### src/rtl/aes_ram.sv
// ----------------------------------------------------------------------------
// Generic RAM
// Single write port, single read port with registered read data.
// ----------------------------------------------------------------------------
module aes_ram #(
	parameter int WIDTH = 32,
	parameter int DEPTH = 44
) (
	input  logic                     clk,
	input  logic                     we,
	input  logic [$clog2(DEPTH)-1:0] waddr,
	input  logic [WIDTH-1:0]         wdata,
	input  logic [$clog2(DEPTH)-1:0] raddr,
	output logic [WIDTH-1:0]         rdata
);
	logic [WIDTH-1:0] mem_q [DEPTH];

	always_ff @(posedge clk) begin
		if (we) begin
			mem_q[waddr] <= wdata;
		end
		rdata <= mem_q[raddr];
	end
endmodule

### config.mk
export PLATFORM = sky130hd
export DESIGN_NAME = aes_ram
export DESIGN_NICKNAME = d
export VERILOG_FILES = /design/src/rtl/aes_ram.sv
export SDC_FILE = /design/constraint.sdc
export NUM_CORES = 1
export LEC_CHECK = 0
export BUFFER_PORTS_ARGS = -buffer_cell sky130_fd_sc_hd__buf_2
export CORE_MARGIN = 10
export CORE_UTILIZATION = 40
export DETAILED_ROUTE_END_ITERATION = 16
export HOLD_SLACK_MARGIN = 0.05
export PLACE_DENSITY = 0.61
export SLEW_MARGIN = 5
export SYNTH_ARGS = -nofsm -noshare
export SYNTH_HDL_FRONTEND = slang
export SYNTH_SLANG_ARGS = --single-unit
export TNS_END_PERCENT = 10
### constraint.sdc
create_clock -name clk -period 8.56 [get_ports clk]
set_input_delay 0.856 -clock clk [delete_from_list [all_inputs] [get_ports clk]]
set_output_delay 0.856 -clock clk [all_outputs]
set_load 0.02 [all_outputs]
# ---- Word-level counts from Yosys, hierarchy flattened
# Memory sizes are Yosys's and may differ from the RTL's. A register that Yosys moved wholly into a read port is not among the register bits.
# Cells that the tools add are included.
dict set report totals {
  input_bits 46
  ram_bits 1408
  word_cells 3
  regBits 0
  memories 1
  out_inout_bits 32
}
# memory words word_bits read_ports rd_ports_with_merged_regs wr line_no
set mem_list {}
lappend mem_list {mem_q 44 32 1 1 1 16} ;# logic [WIDTH-1:0] mem_q [DEPTH];
dict set report op_classes {
  n_mux 2
}
# op count
set op_table {}
lappend op_table {{$mux W1} 2}

# ---- Logic depth before layout (Yosys ltp)
dict set report depth {
  word_depth 2
  mapped_depth 8
  mapped_depth_nobuf 5
}

# ---- Worst setup path after synthesis
# OpenSTA, ideal clock, no wires.
dict set report synth_timing {
  path_kind {input port to flip-flop}
  start {input waddr[1]}
  end {memory mem_q[21][0], enable pin}
  arrival_time_ns 4.149
  path_slack_ns 3.909
  cell_stages 2
  setup_time_ns 0.502
  path_buffers 0
  required_time_ns 8.058
  cell_sequence {nand2b_1 > nor4_1}
}
# element line_no
set synth_lines {}
lappend synth_lines {{start, declared} 11} ;# input logic [$clog2(DEPTH)-1:0] waddr,
lappend synth_lines {{end, declared} 16}
# Straight into the memory's write port.

==> results.md <==
- Setup Buffers After CTS: 0
- Total Die Area: 152000 µm²
- Total Routing Usage GR: 0.179
- Largest net degree at the start of global routing: 123
- P_sw: about 3 mW
- Unique cell type count in the Yosys netlist: 33
- Status: complete, no violations
- Post-route setup TNS: 0 ns
- Switching Share: 0.209
- Worst setup path start: raddr[1]
- Synth Instances: between 2000 and 3000
- Largest family of logic cells by synthesized area: multiplexers
- Critical Path RT: 9.13 ns
- Drt pass-1 iters: 5
- H-Tree Depth: 4
- RR Endpoint: rdata[5]
- CTS root buf: clkbuf_16
- Num CTS Buffers: 141
- Compound-Gate Fraction of Synth Area: 0.0338
- Detailed Place HPWL: between 70000 and 80000 µm
- Antenna violations before repair: 12
- Area of the multi-input gates: roughly 11000 µm²
- Initial Util: 0.403
- Type of the worst setup path: in2reg
- Clock Tree Buf Depth: 3
- Tightest Pin Transition: 1.18 ns
- Vias in the first global route: 26800
- Row count: 135
- Int Pwr: 11.4 mW
- Fmax achieved: 289 MHz
- Wirelength, routed: 137000 µm
- P_leak: 19.3 nW
- Vias per cell: 5.84
- Sequential power share: 0.545
- CTS tree: yes
- CP Max Fanout: 122
- Startpoint Class: primary input
- Fillers: around 11000
- Reg2reg setup slack: 6.55 ns
- Post-synth ARST share: 0
- Synth area leader: edfxtp_1
- ANT cells: 0
- Layout cells sized above 1: 0.253
- Register Area: 42900 µm²
- Ys Warns: 0
- Clock latency on the worst-skew pair: ~0.75 ns
- Post-synth EDFFs: about 1400
- Max-cap viol count: 0
- Crit path to: rdata[22]
- Final ANT Viol Nets: 0
- Gpl congestion: 0.749
- Die extent in y: 389 µm
- Top area cells in the synthesized netlist: edfxtp_1, mux4_2, mux2i_1
- Hold Startpoint: raddr[3]
- Clk sinks: 1440
- Synth Area in Adders: 0
- Fin area: ~62000 µm²
- Syn_area_per_cell: 21.8 µm²
- CP Data Arrival Time: 4.03 ns
- Clock transition at path regs: 0.06 ns
- DIE WIDTH: slightly below 400 µm
- 1st-iter DRT viols: roughly 3100
- Area growth syn-to-layout: 13.2%
- Clk_skew: 0.0192 ns
- Post-synthesis mux area share: 0.156
- Unrepaired setup endpoints after global routing: no
- Cts repair resizes: 0
- Hold Vio Cnt, Final: 0
- Worst reg2reg startpoint: mem_q[39][5]
- Post-synth top area share: 0.775
- Hold Crit Class: in2reg
- Hold_buf cts: 0
- Port bufs: 77
- Placed inst area: 57400 µm²
- Total gr overflow: 0
- Area of the mapped netlist: approximately 55000 µm²
- Slew Limit Fails: 0
- Slew HR: 0.207
- Worst r2r path cells: 5
- Post-layout net count: 2691
- Power Density: 233 nW/µm²
- Yosys reg bits: 1440
- Simple-gate area share of the yosys netlist: 0.0114
- Most instantiated cells after synthesis: edfxtp_1, mux4_2, mux2i_1
- Core Area: between 100000 and 150000 µm²
- Comb pwr share: 0.047
- Post-synthesis xor/xnor area fraction: 0
- Post-synthesis sequential area ratio: 0.787
- Global-route wire length before repair: 196000 µm
- Min cycle time layout: roughly 3.5 ns
- Final setup fails: 0
- Leading register cell type out of synthesis: edfxtp_1
- Total power: 14.4 mW
- Setup crit end kind: flop
- Number of placed I/O pins: 78
- WHS: 0.601 ns
- Most common cell in the netlist: edfxtp_1
- Maximum vdd drop: 0.204 mV
- WL/cell: 30.2 µm
- DR DRC count: 0
- Clock power frac: 0.408
- Final period utilization: 0.405
- Vias: 26500
- Syn nets: 2546
-- critical path: stages --
cell and delay [ns]:
buf_8 0.42, buf_12 0.60, buf_4 0.69, mux4_2 0.42
a22oi_1 0.21, a21oi_1 0.17, a21oi_1 0.24, o21ai_1 0.15
-- cell families after synthesis --
group | after synthesis
and+or+nand+nor | 147
AOI/OAI and AO/OA | 288
muxes | 480
buffers and inverters | 145
DFF | 1440
-- cell type report --
class                           count  area share
Multi-Input combinational cell    915       0.183
Clock buffer                      200      0.0646
Sequential cell                  1440       0.695
Clock inverter                     52     0.00579
Tap cell                         1781      0.0361
Timing Repair Buffer              146      0.0158
Inverter                            1   0.0000608
-- flip-flops by register name, summed over array words and instances, names as in the netlist --
name,flops
rdata,32
mem_q,1408
-- layer usage --
metal,track usage,share of wire,up-vias
met5,0,0.00023,-
met4,0.0510,0.021,6
met3,0.0387,0.087,225
met2,0.277,0.47,1192
met1,0.254,0.43,14200
li1,-,-,10800
-- worst min-delay path by stage --
stage,end,slack (ns),cells past startpoint
3_3_place_gp,rdata[14],0.79,5
4_1_cts,rdata[19],0.55,3
6_report,rdata[19],0.60,3
3_5_place_dp,rdata[14],0.81,5
2_1_floorplan,rdata[0],0.74,5
5_1_grt,rdata[19],0.61,3
-- metrics by stage --
stage,cells,setup slack (ns),utilization
finish,4535,5.09,0.456
global route,4535,4.99,0.456
CTS,4535,5.18,0.456
detailed placement,4283,4.41,0.424
global placement,4283,4.41,0.424
floorplan,2500,3.91,-
-- cells in the final DEF, fill, tap and decap left out, types with 43 or more instances in the layout --
cell / Yosys / routed
a22oi_1: 64 / 64
clkbuf_16: 0 / 148
mux4_2: 288 / 288
buf_2: 36 / 73
nand2_1: 62 / 62
a21oi_1: 74 / 74
clkbuf_1: 74 / 43
mux2i_1: 128 / 128
edfxtp_1: 1408 / 1408
buf_4: 14 / 67
-- power groups by stage --
stage          Sequential [mW]  Clock (mW)  Combinational, mW
3_3_place_gp              7.98           0              0.668
2_1_floorplan             7.99           0              0.379
4_1_cts                   7.84        5.96              0.684
6_report                  7.84        5.86              0.679
5_1_grt                   7.84        6.24              0.728
3_5_place_dp              7.99           0              0.682
Note: power is estimated with default switching activity, not from simulation.
